## src/rtl/fqbrr_pkg.sv

```systemverilog
// ----------------------------------------------------------------------------
// Four-queue burst round-robin scheduler package
// Shared widths, command and status codes, register indexes and the result
// descriptor that travels from the scheduler to the output stage.
// ----------------------------------------------------------------------------
package fqbrr_pkg;

  // Field widths.
  localparam int unsigned NumDirs   = 4;
  localparam int unsigned DirW      = 2;
  localparam int unsigned TagW      = 16;
  localparam int unsigned DurW      = 8;
  localparam int unsigned EntryW    = TagW + DurW;
  localparam int unsigned LimitW    = 8;
  localparam int unsigned CfgIdxW   = 1;
  localparam int unsigned CfgDataW  = 8;
  localparam int unsigned InDataW   = 32;
  localparam int unsigned OutDataW  = 32;

  // Default number of entries per queue.
  localparam int unsigned QueueDepthDef = 16;

  // Input command codes.
  typedef enum logic {
    CmdEnqueue = 1'b0,
    CmdServe   = 1'b1
  } cmd_e;

  // Result status codes.
  typedef enum logic [1:0] {
    StEnqueued = 2'd0,
    StServed   = 2'd1,
    StEmpty    = 2'd2,
    StFull     = 2'd3
  } status_e;

  // Configuration register indexes.
  localparam logic [CfgIdxW-1:0] CfgStartDir   = 1'b0;
  localparam logic [CfgIdxW-1:0] CfgBurstLimit = 1'b1;

  // Result descriptor; the entry payload comes from the store read register.
  typedef struct packed {
    status_e           status;
    logic [DirW-1:0]   dir;
    logic              turn_start;
  } result_meta_t;

endpackage

```

## src/rtl/four_queue_burst_round_robin_top.sv

```systemverilog
// ----------------------------------------------------------------------------
// Four-queue burst round-robin scheduler, top level
// Stream wrapper with the result register around the scheduler and store.
// ----------------------------------------------------------------------------
// Every input item produces exactly one result item. An item is decided in
// the cycle it is accepted and its result appears on the master side on the
// next cycle; one item per cycle is accepted as long as the result register
// is empty or is being taken. Each item makes at most one entry memory
// access (a push or a pop in the accept cycle, with the read data
// registered). Enqueue items carry direction, tag and duration; serve items
// only need the command. The user must make configuration writes while the
// block is idle; the block itself does not enforce it.
module four_queue_burst_round_robin_top
  import fqbrr_pkg::*;
#(
  parameter int unsigned QUEUE_DEPTH = QueueDepthDef
) (
  input  logic                clk_i,
  input  logic                rst_ni,
  // Configuration port.
  input  logic                cfg_we_i,
  input  logic [CfgIdxW-1:0]  cfg_idx_i,
  input  logic [CfgDataW-1:0] cfg_data_i,
  // Input items.
  input  logic                s_axis_tvalid,
  output logic                s_axis_tready,
  // tdata: direction[1:0], entry_tag[17:2], entry_duration[25:18], zero[31:26]
  input  logic [InDataW-1:0]  s_axis_tdata,
  // tuser: command[0]
  input  logic                s_axis_tuser,
  // Result items.
  output logic                m_axis_tvalid,
  input  logic                m_axis_tready,
  // tdata: served_direction[1:0], served_tag[17:2], served_duration[25:18],
  //        turn_start[26], zero[31:27]
  output logic [OutDataW-1:0] m_axis_tdata,
  // tuser: status[1:0]
  output logic [1:0]          m_axis_tuser
);

  localparam int unsigned PtrW = $clog2(QUEUE_DEPTH);

  logic              accept;
  cmd_e              cmd;
  logic [DirW-1:0]   in_dir;
  logic [EntryW-1:0] in_entry;
  logic              wr_en;
  logic              rd_en;
  logic [DirW-1:0]   mem_dir;
  logic [PtrW-1:0]   mem_slot;
  logic [EntryW-1:0] wdata;
  logic [EntryW-1:0] rdata;
  result_meta_t      meta;
  result_meta_t      meta_q;
  logic              valid_q;
  logic [TagW-1:0]   out_tag;
  logic [DurW-1:0]   out_dur;

  // Input unpacking; entry is tag above duration.
  assign cmd      = cmd_e'(s_axis_tuser);
  assign in_dir   = s_axis_tdata[1:0];
  assign in_entry = {s_axis_tdata[17:2], s_axis_tdata[25:18]};

  // Accept whenever the result register is free or drains this cycle.
  assign s_axis_tready = !valid_q || m_axis_tready;
  assign accept        = s_axis_tvalid && s_axis_tready;

  fqbrr_sched #(
    .QUEUE_DEPTH(QUEUE_DEPTH)
  ) u_sched (
    .clk_i      (clk_i),
    .rst_ni     (rst_ni),
    .cfg_we_i   (cfg_we_i),
    .cfg_idx_i  (cfg_idx_i),
    .cfg_data_i (cfg_data_i),
    .accept_i   (accept),
    .cmd_i      (cmd),
    .dir_i      (in_dir),
    .entry_i    (in_entry),
    .wr_en_o    (wr_en),
    .rd_en_o    (rd_en),
    .mem_dir_o  (mem_dir),
    .mem_slot_o (mem_slot),
    .wdata_o    (wdata),
    .meta_o     (meta)
  );

  fqbrr_store #(
    .QUEUE_DEPTH(QUEUE_DEPTH)
  ) u_store (
    .clk_i   (clk_i),
    .wr_en_i (wr_en),
    .rd_en_i (rd_en),
    .dir_i   (mem_dir),
    .slot_i  (mem_slot),
    .wdata_i (wdata),
    .rdata_o (rdata)
  );

  // Result register valid flag.
  always_ff @(posedge clk_i or negedge rst_ni) begin
    if (!rst_ni) begin
      valid_q <= 1'b0;
    end else if (s_axis_tready) begin
      valid_q <= s_axis_tvalid;
    end
  end

  // Result descriptor; the entry payload sits in the store read register.
  always_ff @(posedge clk_i) begin
    if (accept) begin
      meta_q <= meta;
    end
  end

  // Payload fields read as zero unless an entry was served.
  assign out_tag = (meta_q.status == StServed) ? rdata[EntryW-1:DurW] : '0;
  assign out_dur = (meta_q.status == StServed) ? rdata[DurW-1:0] : '0;

  assign m_axis_tvalid = valid_q;
  assign m_axis_tuser  = meta_q.status;
  assign m_axis_tdata  = {5'b0, meta_q.turn_start, out_dur, out_tag, meta_q.dir};

endmodule

```

## src/rtl/fqbrr_store.sv

```systemverilog
// ----------------------------------------------------------------------------
// Entry store
// Single-port entry memory for all four queues with a registered read port.
// Queue d owns the rows d*QUEUE_DEPTH up to d*QUEUE_DEPTH+QUEUE_DEPTH-1.
// ----------------------------------------------------------------------------
module fqbrr_store
  import fqbrr_pkg::*;
#(
  parameter int unsigned QUEUE_DEPTH = QueueDepthDef
) (
  input  logic                           clk_i,
  input  logic                           wr_en_i,
  input  logic                           rd_en_i,
  input  logic [DirW-1:0]                dir_i,
  input  logic [$clog2(QUEUE_DEPTH)-1:0] slot_i,
  input  logic [EntryW-1:0]              wdata_i,
  output logic [EntryW-1:0]              rdata_o
);

  localparam int unsigned Rows  = NumDirs * QUEUE_DEPTH;
  localparam int unsigned AddrW = $clog2(Rows);

  logic [EntryW-1:0] mem_q [Rows];
  logic [EntryW-1:0] rdata_q;
  logic [AddrW-1:0]  addr;

  // Row address of the queue slot.
  assign addr = AddrW'(dir_i) * AddrW'(QUEUE_DEPTH) + AddrW'(slot_i);

  // Write port.
  always_ff @(posedge clk_i) begin
    if (wr_en_i) begin
      mem_q[addr] <= wdata_i;
    end
  end

  // Registered read port; the data holds until the next read.
  always_ff @(posedge clk_i) begin
    if (rd_en_i) begin
      rdata_q <= mem_q[addr];
    end
  end

  assign rdata_o = rdata_q;

endmodule

```

## src/rtl/fqbrr_sched.sv

```systemverilog
// ----------------------------------------------------------------------------
// Queue scheduler
// Keeps the head pointers and fill counts of the four queues, the current
// turn, its burst credit and the configuration, and decides each item.
// ----------------------------------------------------------------------------
module fqbrr_sched
  import fqbrr_pkg::*;
#(
  parameter int unsigned QUEUE_DEPTH = QueueDepthDef
) (
  input  logic                           clk_i,
  input  logic                           rst_ni,
  // Configuration writes.
  input  logic                           cfg_we_i,
  input  logic [CfgIdxW-1:0]             cfg_idx_i,
  input  logic [CfgDataW-1:0]            cfg_data_i,
  // Accepted item.
  input  logic                           accept_i,
  input  cmd_e                           cmd_i,
  input  logic [DirW-1:0]                dir_i,
  input  logic [EntryW-1:0]              entry_i,
  // Entry store access.
  output logic                           wr_en_o,
  output logic                           rd_en_o,
  output logic [DirW-1:0]                mem_dir_o,
  output logic [$clog2(QUEUE_DEPTH)-1:0] mem_slot_o,
  output logic [EntryW-1:0]              wdata_o,
  // Result of the accepted item.
  output result_meta_t                   meta_o
);

  localparam int unsigned PtrW = $clog2(QUEUE_DEPTH);
  localparam int unsigned CntW = $clog2(QUEUE_DEPTH + 1);
  localparam int unsigned SumW = CntW + 1;

  logic [CntW-1:0]   cnt_q  [NumDirs];
  logic [CntW-1:0]   cnt_d  [NumDirs];
  logic [PtrW-1:0]   head_q [NumDirs];
  logic [PtrW-1:0]   head_d [NumDirs];
  logic [DirW-1:0]   turn_q, turn_d;
  logic [LimitW-1:0] credit_q, credit_d;
  logic              open_q, open_d;
  logic [LimitW-1:0] limit_q;

  logic [LimitW-1:0] limit_eff;
  logic [LimitW-1:0] cfg_limit_eff;
  logic [NumDirs-1:0] nonempty;
  logic              in_full;
  logic [SumW-1:0]   tail_sum;
  logic [PtrW-1:0]   tail_slot;
  logic              skip;
  logic              any_found;
  logic [DirW-1:0]   sel_dir;
  logic [DirW-1:0]   cand;
  logic [CntW-1:0]   cnt_after;
  logic [PtrW-1:0]   head_next;
  logic [LimitW-1:0] credit_base;
  logic [LimitW-1:0] credit_dec;
  logic              close_now;
  logic              do_push;
  logic              do_pop;

  // A stored burst limit of zero acts as one.
  assign limit_eff     = (limit_q == '0) ? LimitW'(1) : limit_q;
  assign cfg_limit_eff = (cfg_data_i == '0) ? LimitW'(1) : cfg_data_i;

  // Per-queue occupancy flags.
  always_comb begin
    for (int i = 0; i < NumDirs; i++) begin
      nonempty[i] = (cnt_q[i] != '0);
    end
  end

  // Enqueue: tail slot of the named queue, wrapped once.
  assign in_full  = (cnt_q[dir_i] == CntW'(QUEUE_DEPTH));
  assign tail_sum = SumW'(head_q[dir_i]) + SumW'(cnt_q[dir_i]);
  assign tail_slot = (tail_sum >= SumW'(QUEUE_DEPTH)) ?
                     PtrW'(tail_sum - SumW'(QUEUE_DEPTH)) : PtrW'(tail_sum);

  // Serve: stay on the current turn or skip to the next non-empty queue.
  always_comb begin
    skip      = !nonempty[turn_q];
    any_found = nonempty[turn_q];
    sel_dir   = turn_q;
    cand      = turn_q;
    for (int k = 1; k < NumDirs; k++) begin
      cand = turn_q + DirW'(k);
      if (!any_found && nonempty[cand]) begin
        any_found = 1'b1;
        sel_dir   = cand;
      end
    end
  end

  // Pop bookkeeping and turn hand-over.
  assign cnt_after   = cnt_q[sel_dir] - CntW'(1);
  assign head_next   = (head_q[sel_dir] == PtrW'(QUEUE_DEPTH - 1)) ?
                       '0 : head_q[sel_dir] + PtrW'(1);
  assign credit_base = skip ? limit_eff : credit_q;
  assign credit_dec  = (credit_base != '0) ? credit_base - LimitW'(1) : credit_base;
  assign close_now   = (credit_dec == '0) || (cnt_after == '0);

  assign do_push = accept_i && (cmd_i == CmdEnqueue) && !in_full;
  assign do_pop  = accept_i && (cmd_i == CmdServe) && any_found;

  // Next state.
  always_comb begin
    for (int i = 0; i < NumDirs; i++) begin
      cnt_d[i]  = cnt_q[i];
      head_d[i] = head_q[i];
    end
    turn_d   = turn_q;
    credit_d = credit_q;
    open_d   = open_q;
    if (cfg_we_i) begin
      unique case (cfg_idx_i)
        CfgStartDir: begin
          turn_d   = cfg_data_i[DirW-1:0];
          credit_d = limit_eff;
          open_d   = 1'b0;
        end
        CfgBurstLimit: begin
          if (!open_q) begin
            credit_d = cfg_limit_eff;
          end
        end
        default: ;
      endcase
    end else if (do_push) begin
      cnt_d[dir_i] = cnt_q[dir_i] + CntW'(1);
    end else if (do_pop) begin
      cnt_d[sel_dir]  = cnt_after;
      head_d[sel_dir] = head_next;
      if (close_now) begin
        turn_d   = sel_dir + DirW'(1);
        credit_d = limit_eff;
        open_d   = 1'b0;
      end else begin
        turn_d   = sel_dir;
        credit_d = credit_dec;
        open_d   = 1'b1;
      end
    end
  end

  // State registers.
  always_ff @(posedge clk_i or negedge rst_ni) begin
    if (!rst_ni) begin
      for (int i = 0; i < NumDirs; i++) begin
        cnt_q[i]  <= '0;
        head_q[i] <= '0;
      end
      turn_q   <= '0;
      credit_q <= LimitW'(1);
      open_q   <= 1'b0;
      limit_q  <= LimitW'(1);
    end else begin
      for (int i = 0; i < NumDirs; i++) begin
        cnt_q[i]  <= cnt_d[i];
        head_q[i] <= head_d[i];
      end
      turn_q   <= turn_d;
      credit_q <= credit_d;
      open_q   <= open_d;
      if (cfg_we_i && (cfg_idx_i == CfgBurstLimit)) begin
        limit_q <= cfg_data_i;
      end
    end
  end

  // Store access.
  assign wr_en_o    = do_push;
  assign rd_en_o    = do_pop;
  assign mem_dir_o  = (cmd_i == CmdEnqueue) ? dir_i : sel_dir;
  assign mem_slot_o = (cmd_i == CmdEnqueue) ? tail_slot : head_q[sel_dir];
  assign wdata_o    = entry_i;

  // Result descriptor.
  always_comb begin
    meta_o.dir        = '0;
    meta_o.turn_start = 1'b0;
    if (cmd_i == CmdEnqueue) begin
      meta_o.status = in_full ? StFull : StEnqueued;
    end else if (!any_found) begin
      meta_o.status = StEmpty;
    end else begin
      meta_o.status     = StServed;
      meta_o.dir        = sel_dir;
      meta_o.turn_start = skip || !open_q;
    end
  end

  // No queue ever holds more than its depth.
  assert property (@(posedge clk_i) disable iff (!rst_ni)
    (cnt_q[0] <= CntW'(QUEUE_DEPTH)) && (cnt_q[1] <= CntW'(QUEUE_DEPTH)) &&
    (cnt_q[2] <= CntW'(QUEUE_DEPTH)) && (cnt_q[3] <= CntW'(QUEUE_DEPTH)))
    else $error("queue count above depth");

  // A closed turn always holds a full credit.
  assert property (@(posedge clk_i) disable iff (!rst_ni)
    !open_q |-> (credit_q == limit_eff))
    else $error("closed turn without reloaded credit");

  // A pop lowers the count of the served queue by one on the next cycle.
  assert property (@(posedge clk_i) disable iff (!rst_ni)
    rd_en_o |=> (cnt_q[$past(sel_dir)] == $past(cnt_after)))
    else $error("pop did not decrement the queue count");

  // An open turn never has its credit used up.
  assert property (@(posedge clk_i) disable iff (!rst_ni)
    open_q |-> (credit_q != '0))
    else $error("open turn with no credit left");

endmodule
```

## config.mk

```make
export PLATFORM = sky130hd
export DESIGN_NAME = four_queue_burst_round_robin_top
export DESIGN_NICKNAME = d
export VERILOG_FILES = /design/src/rtl/fqbrr_pkg.sv /design/src/rtl/four_queue_burst_round_robin_top.sv /design/src/rtl/fqbrr_store.sv /design/src/rtl/fqbrr_sched.sv
export SDC_FILE = /design/constraint.sdc
export NUM_CORES = 2
export LEC_CHECK = 0
export BUFFER_PORTS_ARGS = -buffer_cell sky130_fd_sc_hd__buf_2
export CORE_MARGIN = 5
export CORE_UTILIZATION = 50
export CTS_BUF_LIST = sky130_fd_sc_hd__clkbuf_4 sky130_fd_sc_hd__clkbuf_8
export DETAILED_ROUTE_END_ITERATION = 16
export GPL_TIMING_DRIVEN = 0
export PLACE_DENSITY = 0.7
export RECOVER_POWER = 100
export SLEW_MARGIN = 0
export SYNTH_ARGS = -nofsm -noshare
export SYNTH_HDL_FRONTEND = slang
export SYNTH_SLANG_ARGS = --single-unit
```

## constraint.sdc

```tcl
create_clock -name clk_i -period 6.5 [get_ports clk_i]
set_input_delay 0.975 -clock clk_i [delete_from_list [all_inputs] [get_ports clk_i]]
set_output_delay 0.975 -clock clk_i [all_outputs]
set_load 0.005 [all_outputs]
```

# Yosys cells after proc, flatten, opt, wreduce, memory -nomap -nowiden
# Memory sizes are Yosys's and may differ from the RTL's. A register that Yosys moved wholly into a read port is not among the register bits.
# Cells that the tools add are included.
# classes
n_mul,0
magnitude_cmp,9
n_reduce_logical,36
shift,0
n_eq_ne,6
add_sub_neg,11
n_bitwise,6
div,0
mux,68
# op_table
operator,n
2-to-1 mux 8 bit,10
bitwise mux 20 bit,2
2-to-1 mux 20 bit,2
2-to-1 mux 4 bit,8
2-to-1 mux 5 bit,6
logical NOT 8 bit,3
2-to-1 mux 2 bit,12
binary-select mux 5 bit (select 2 bit),2
demux 5 bit (select 2 bit),2
nonzero test 5 bit,4
binary-select mux 4 bit (select 2 bit),2
bitwise mux 16 bit,1
2-to-1 mux 16 bit,1
one-hot mux 8 bit (2 select lines),1
2-to-1 mux 1 bit,14
less-than comparator 2 x 3 -> 1 bit (second input constant),4
logical AND 1 bit,11
AND reduction 3 bit,3
binary-select mux 1 bit (select 2 bit),4
demux 4 bit (select 2 bit),1
nonzero test 8 bit,1
subtractor 8 x 1 -> 8 bit (second input constant),1
adder 4 x 5 -> 6 bit,1
adder 6 x 4 -> 6 bit,1
other kinds (21),39
# word_totals
in_bits,47
output_inout_bits,36
reg_bits,61
n_memories,1
romBits,0
mem_bits_rw,1536
latch_bits,0
elab_cells,153
# mem_list
name,depth,word_bits,rd,rd_clocked_by_memory_dff,write_ports,line,text
u_store.mem_q,64,24,1,1,1,fqbrr_store.sv:23,logic [EntryW-1:0] mem_q [Rows];

# Logic depth before layout (Yosys ltp)
# logic_depth
word_depth,23
ltp_mapped,19
mapped_depth_nobuf,16

# Hierarchy
# From an unflattened synthesis, not the netlist that was laid out.
# unflattened
cells_unflattened,3967
hier_area_um2,64823.4
# by_module_without_submodules
module,instances,seq_area_each_um2,area_per_inst_um2,cells_per_inst
fqbrr_store,1,46844.9,59703.5,3406
fqbrr_sched,1,1378.8,4682.0,519
four_queue_burst_round_robin_top,1,175.2,437.9,42

# Worst setup path after synthesis
# No wires, ideal clock.
# synth_path
path_type,input port to flip-flop
from,in s_axis_tdata[0]
to,mem u_store.mem_q[32][0] (netlist bit) (enable)
path_stages,14
setup_ns,0.405
t_arrival_ns,5.591
required_time_ns,6.095
path_buffers,4
path_slack_ns,0.505
cell_sequence,clkbuf_1 clkbuf_1 mux4_2 ha_1 a21o_1 a21oi_1 xnor2_1 xnor2_1 mux2_2 clkbuf_1 nor3b_1 clkbuf_1 nand2_1 nor2_1
# synth_between
elab_chain_cells,9
elab_cells_between_ends,19
classes_between,add/sub (3); order compare (1); eq/ne (1); mux (11); bitwise (1); reduce/logical (2)
# synth_rtl
item,line,text
"start, declared",four_queue_burst_round_robin_top.sv:28,"input logic [InDataW-1:0] s_axis_tdata,"
inverter 2 -> 3 bit (implied by the code),"fqbrr_sched.sv:75, fqbrr_sched.sv:76",
binary-select mux 4 bit (select 2 bit) / binary-select mux 5 bit (select 2 bit) (equally long branches),"fqbrr_sched.sv:76, fqbrr_sched.sv:75",
2-to-1 mux 4 bit (implied by the code) / 2-to-1 mux 5 bit (equally long branches) (2 in a row),"fqbrr_sched.sv:76, fqbrr_sched.sv:75",
adder 4 x 5 -> 6 bit / equality test 5 bit (equally long branches),"fqbrr_sched.sv:76, fqbrr_sched.sv:75",
"greater-or-equal comparator 6 x 5 -> 1 bit, or another cell as far along",fqbrr_sched.sv:77,assign tail_slot = (tail_sum >= SumW'(QUEUE_DEPTH)) ?
2-to-1 mux 4 bit / logical AND 1 bit (equally long branches),"fqbrr_sched.sv:77, fqbrr_sched.sv:103",
2-to-1 mux 4 bit / 2-to-1 mux 1 bit (equally long branches),"fqbrr_sched.sv:175, fqbrr_store.sv:32",
adder 6 x 4 -> 6 bit / 2-to-1 mux 1 bit (equally long branches),"fqbrr_store.sv:28, fqbrr_store.sv:33",
"end, declared",fqbrr_store.sv:23,
# Parallel ways exist; a longest one is shown, timed or not. The select of a mux whose other input is x is not followed.

# Final worst setup path
# layout_path
from,reg u_sched.cnt_q[14] (netlist bit)
to,"reg u_store.rdata_q[5] (netlist: u_store.rdata_o[5]), read port of u_store.mem_q (data pin)"
# layout_between
elab_chain_cells,18
elab_cells_between_ends,35
classes_between,add/sub (2); order compare (1); mux (23); bitwise (1); reduce/logical (8)
# layout_rtl
item,line,text
"start, declared",fqbrr_sched.sv:36,logic [CntW-1:0] cnt_q [NumDirs];
"start signal, assigned by index",fqbrr_sched.sv:159,cnt_q[i] <= cnt_d[i];
nonzero test 5 bit (*),fqbrr_sched.sv:70,nonempty[i] = (cnt_q[i] != '0);
binary-select mux 1 bit (select 2 bit),fqbrr_sched.sv:83,any_found = nonempty[turn_q];
2-to-1 mux 1 bit (implied by the code),fqbrr_sched.sv:83,
logical NOT 1 bit,fqbrr_sched.sv:88,if (!any_found && nonempty[cand]) begin
logical AND 1 bit,fqbrr_sched.sv:88,
2-to-1 mux 1 bit,fqbrr_sched.sv:88,
logical NOT 1 bit,fqbrr_sched.sv:88,
logical AND 1 bit,fqbrr_sched.sv:88,
[2 not listed],--,
logical AND 1 bit,fqbrr_sched.sv:88,
2-to-1 mux 2 bit (*),fqbrr_sched.sv:88,
via u_sched.sel_dir[1],fqbrr_sched.sv:53,logic [DirW-1:0] sel_dir;
inverter 2 -> 3 bit (implied by the code),fqbrr_sched.sv:175,assign mem_slot_o = (cmd_i == CmdEnqueue) ? tail_slot : head_q[sel_dir];
binary-select mux 4 bit (select 2 bit),fqbrr_sched.sv:175,
2-to-1 mux 4 bit (implied by the code) (2 in a row),fqbrr_sched.sv:175,
2-to-1 mux 4 bit,fqbrr_sched.sv:175,
adder 6 x 4 -> 6 bit (*),fqbrr_store.sv:28,assign addr = AddrW'(dir_i) * AddrW'(QUEUE_DEPTH) + AddrW'(slot_i);
"end, declared",fqbrr_store.sv:24,logic [EntryW-1:0] rdata_q;
# Mark *: on every way through the listed nets, which the timed path passes. The rest lies on a longest branch. The select of a mux whose other input is x is not followed.
# A chain may end at the register's enable or synchronous reset.

==> results.md <==
Clock tree:
- The CTS tree is yes.
- Clock tree synthesis selected as its root buffer the cell sky130_fd_sc_hd__clkbuf_8.
- The total CTS buffers is approximately 280.
- The H-tree generated during clock tree synthesis spans 5 levels.
- The clock-pin transition on the worst setup and hold timing paths is ~0.06 ns.
- The clock latency at the later pin of the worst-skew pair is 0.98 ns.
- The number of setup buffers added after CTS is 0.
- The deepest clock path buffer count is 4.
- The tree built by TritonCTS fans out to approximately 1,600 sinks.

Cells and area:
- The cell area after layout is between 70,000 and 80,000 um^2.
- The fraction of final layout cells with drive strength greater than 1 is 0.190.
- The area overhead of the layout relative to synthesis is 12.9%.
- The final net count is 4,252.

Hold path:
- The tightest min-delay check is of the input pin to register type.

Timing:
- Setup repair after global routing left no endpoint under its margin.
- The setup-violating endpoint count in the final report is 0.
- The total count of max-transition violations in the final report is ~2,100.
- Between clock sinks in the finished design, the worst skew comes to a little over 0.07 ns.
- The top achievable clock speed is 0.155 GHz.
- For the pin with the worst max-slew slack, the measured transition is around 3.6 ns.
- Of the available clock period, the critical path in the final layout requires 0.996.
- The final-report hold violation count is 0.
- After routing, the total negative slack on setup checks comes to 0 ns.
- The max-slew headroom at the worst pin is -1.42.
- The worst path needs between 6 and 7 ns of the cycle, external delays included.

Logic synthesis:
- The share of synthesized area in the top cell type comes to 0.736.
- In this run, synthesis inferred approximately 1,600 flip-flops with an integrated enable.
- The netlist area before placement is between 60,000 and 70,000 um^2.
- Sorting the synthesized cells by how often they occur yields sky130_fd_sc_hd__edfxtp_1 (1,565), sky130_fd_sc_hd__a22oi_1 (372), sky130_fd_sc_hd__nand2_1 (183).
- The proportion of synthesized flip-flops having asynchronous set or reset is 0.0345.
- For this run, the register share of the synthesized area comes to 0.758.
- The dominant cell by count in the synthesized netlist is sky130_fd_sc_hd__edfxtp_1.
- The register bit count reported by yosys is around 1,600.
- By area the synthesized netlist is led by sky130_fd_sc_hd__edfxtp_1 (74%), sky130_fd_sc_hd__a22oi_1 (4.4%), sky130_fd_sc_hd__mux2_2 (3.2%).
- The most used flip-flop cell after synthesis is sky130_fd_sc_hd__edfxtp_1.
- The biggest area consumer among synthesized cells is sky130_fd_sc_hd__edfxtp_1.
- For this run, the number of Yosys warnings is 0.
- The number of cells produced by synthesis is roughly 3,800.
- The average cell area after synthesis is about 17 um^2.
- The number of different library cells used by synthesis comes to 77.

Global route:
- The remaining global-route overflow is 0.
- The first global-routing pass estimated between 200,000 and 300,000 um of wire.
- Across every metal layer, demand over resource in global routing totals 0.274.
- The number of antenna violations at the first check in global routing came to 11.
- The number of global-route vias before repair was a little under 40,000.
- The largest net degree at the start of global routing is 65.

Status:
- The run finished, with violations left.
- The checks that failed: capacitance limit, slew limit.

Placed design:
- The instance area at placement is 67,600 um^2.
- The half-perimeter wire length after detailed placement is approximately 120,000 um.
- Buffers placed on the I/O ports in this run total ~70.
- Routability-driven placement finished with a final weighted congestion of just under 1.

Detailed routing:
- In this run the remaining antenna-violating nets after routing total 0.
- The detailed router placed around 40,000 vias in this run.
- The routed length per placed instance is roughly 31 um.
- In this run, the number of DRC markers left after iteration 0 of detailed routing was just over 6,000.
- The number of search-and-repair iterations in the first detailed-routing pass is 9.
- The per-cell via count in the routed design is between 6 and 7.
- The post-detailed-routing wire length is ~190,000 um.
- The count of unresolved DRC violations after routing is 0.

Worst setup path:
- The required time at the worst-slack endpoint is around 7.1 ns.
- The startpoint type of the worst setup path is a register.
- The slack of the worst reg-to-reg path is roughly 0.028 ns.
- The nature of the critical path endpoint is a register.
- The signal arrival time at the worst endpoint is around 7.1 ns.
- Of all nets on the critical path, the largest fanout is 10.
- The critical setup path kind is register to register.

Floorplanning:
- The floorplan step defined a core boundary enclosing ~130,000 um^2.
- The initial utilization of the core area, before any placement, comes to 0.502.
- In this run the count of I/O pins placed on the die edge is 83.
- The total die area is between 100,000 and 150,000 um^2.
- Measured along the y axis, the die boundary spans 367 um.
- The floorplan step set the die width to approximately 370 um.
- The initialized floorplan defines between 100 and 150 standard-cell rows.

Job:
- The tool flagged a number of max-cap violations equal to 46.
cell families after synthesis:
family                     Yosys count  synth area share
other                                1         0.0000587
and+or+nand+nor                    489            0.0361
xor gates and xnor gates            20           0.00274
muxes                              315            0.0549
adders and majority gates           15           0.00306
DFF                               1621             0.758
AOI/OAI and AO/OA                 1060             0.126
buffers and inverters              277            0.0191
registers in the layout, indices dropped and copies added, names as in the netlist, 3 cells and up:
| signal | cells |
|---|---|
| m_axis_tdata | 3 |
| u_sched.cnt_q | 20 |
| u_sched.credit_q | 8 |
| u_sched.head_q | 16 |
| u_sched.limit_q | 8 |
| u_store.mem_q | 1536 |
| u_store.rdata_o | 24 |
layout make-up:
| type | instances | area, um^2 |
|---|---|---|
| multi-input cells | 1907 | 14500 |
| clock buffers | 362 | 4500 |
| clock inverters | 96 | 518 |
| fillers | 9686 | 55100 |
| diodes | 8 | 20.0 |
| flip-flops and latches | 1621 | 48400 |
| repair buffers | 107 | 873 |
| well taps | 1662 | 2080 |
| inverters | 22 | 87.6 |
| plain buffers | 255 | 1140 |
per-stage QoR:
stage,util,instances,hold WS (ns),setup WS [ns]
floorplan,-,3802,0.458,0.505
global placement,0.521,5532,0.489,-2.33
detailed placement,0.531,5568,0.503,-1.99
CTS,0.571,6029,0.192,0.0898
global route,0.567,6036,0.231,0.0119
finish,0.567,6040,0.263,0.0284
cell usage in the layout (no fill, tap or decap), types with 16 or more instances in the layout:
cell                        count
sky130_fd_sc_hd__nand4_1       24
sky130_fd_sc_hd__clkbuf_8     285
sky130_fd_sc_hd__a22o_1        39
sky130_fd_sc_hd__a31oi_1       82
sky130_fd_sc_hd__dfrtp_1       54
sky130_fd_sc_hd__buf_1         25
sky130_fd_sc_hd__o21ai_0       50
sky130_fd_sc_hd__o211ai_1     107
sky130_fd_sc_hd__mux2i_1      124
sky130_fd_sc_hd__a22oi_1      371
sky130_fd_sc_hd__a2bb2oi_1     54
sky130_fd_sc_hd__o31ai_1       17
sky130_fd_sc_hd__nor2_1        59
sky130_fd_sc_hd__buf_2         96
sky130_fd_sc_hd__and2_0        19
sky130_fd_sc_hd__nand2_1      182
sky130_fd_sc_hd__a21oi_1      101
sky130_fd_sc_hd__nand3_1       52
sky130_fd_sc_hd__mux2_2       179
sky130_fd_sc_hd__o2bb2ai_1     53
sky130_fd_sc_hd__inv_1         19
sky130_fd_sc_hd__nor2_2        37
sky130_fd_sc_hd__clkbuf_2      24
sky130_fd_sc_hd__clkinv_2      23
sky130_fd_sc_hd__and2_1        16
sky130_fd_sc_hd__edfxtp_1    1565
sky130_fd_sc_hd__clkinv_1      63
sky130_fd_sc_hd__clkbuf_4      79
sky130_fd_sc_hd__a222oi_1      86
sky130_fd_sc_hd__nor3_1        25
sky130_fd_sc_hd__clkbuf_1     178
critical path, cell delays in order (launching register included):
cell                        delay, ns
sky130_fd_sc_hd__dfrtp_1         0.46
sky130_fd_sc_hd__nor4b_2         0.31
sky130_fd_sc_hd__nand4_1         0.13
sky130_fd_sc_hd__a221oi_1        0.33
sky130_fd_sc_hd__or2_4           0.21
sky130_fd_sc_hd__and2_2          0.15
sky130_fd_sc_hd__buf_6           0.15
sky130_fd_sc_hd__inv_4           0.07
sky130_fd_sc_hd__a221o_2         0.50
sky130_fd_sc_hd__a31oi_2         0.46
sky130_fd_sc_hd__buf_2           0.38
sky130_fd_sc_hd__buf_4           0.45
sky130_fd_sc_hd__buf_4           0.37
sky130_fd_sc_hd__clkbuf_2        0.51
sky130_fd_sc_hd__clkbuf_1        0.50
sky130_fd_sc_hd__o211ai_1        0.37
sky130_fd_sc_hd__a2bb2oi_1       0.47
sky130_fd_sc_hd__nand4_1         0.30
final timing paths:
check                              startpoint                  to  cells after the start
max                         u_sched.cnt_q[14]  u_store.rdata_o[5]                     17
min                             s_axis_tvalid       m_axis_tvalid                      2
min in group asynchronous              rst_ni  u_sched.limit_q[5]                      1
max reg2reg                 u_sched.cnt_q[14]  u_store.rdata_o[5]                     17
max in group asynchronous              rst_ni  u_sched.head_q[15]                      1
min reg2reg                u_sched.head_q[15]  u_sched.head_q[15]                      2
routing by layer:
layer  global-route usage  vias up  routed length [um]  part of all wire
met1                0.365    19900               70100              0.37
li1                     -    16400                   -                 -
met3               0.0785      544               23600              0.12
met4                0.145        2               11000             0.058
met5                    0        -                  13          0.000069
met2                0.411     2731               85000              0.45
timing repair:
item                                    in CTS  in global routing
pin swaps                                    3                  0
hold buffers                                 0                  0
endpoints found under the setup margin     285                397
gates resized for setup                     11                 13
cloned                                       3                  0
Power is not shown: default switching activity piles up to over one toggle a cycle in this logic, so the estimate is an artifact.
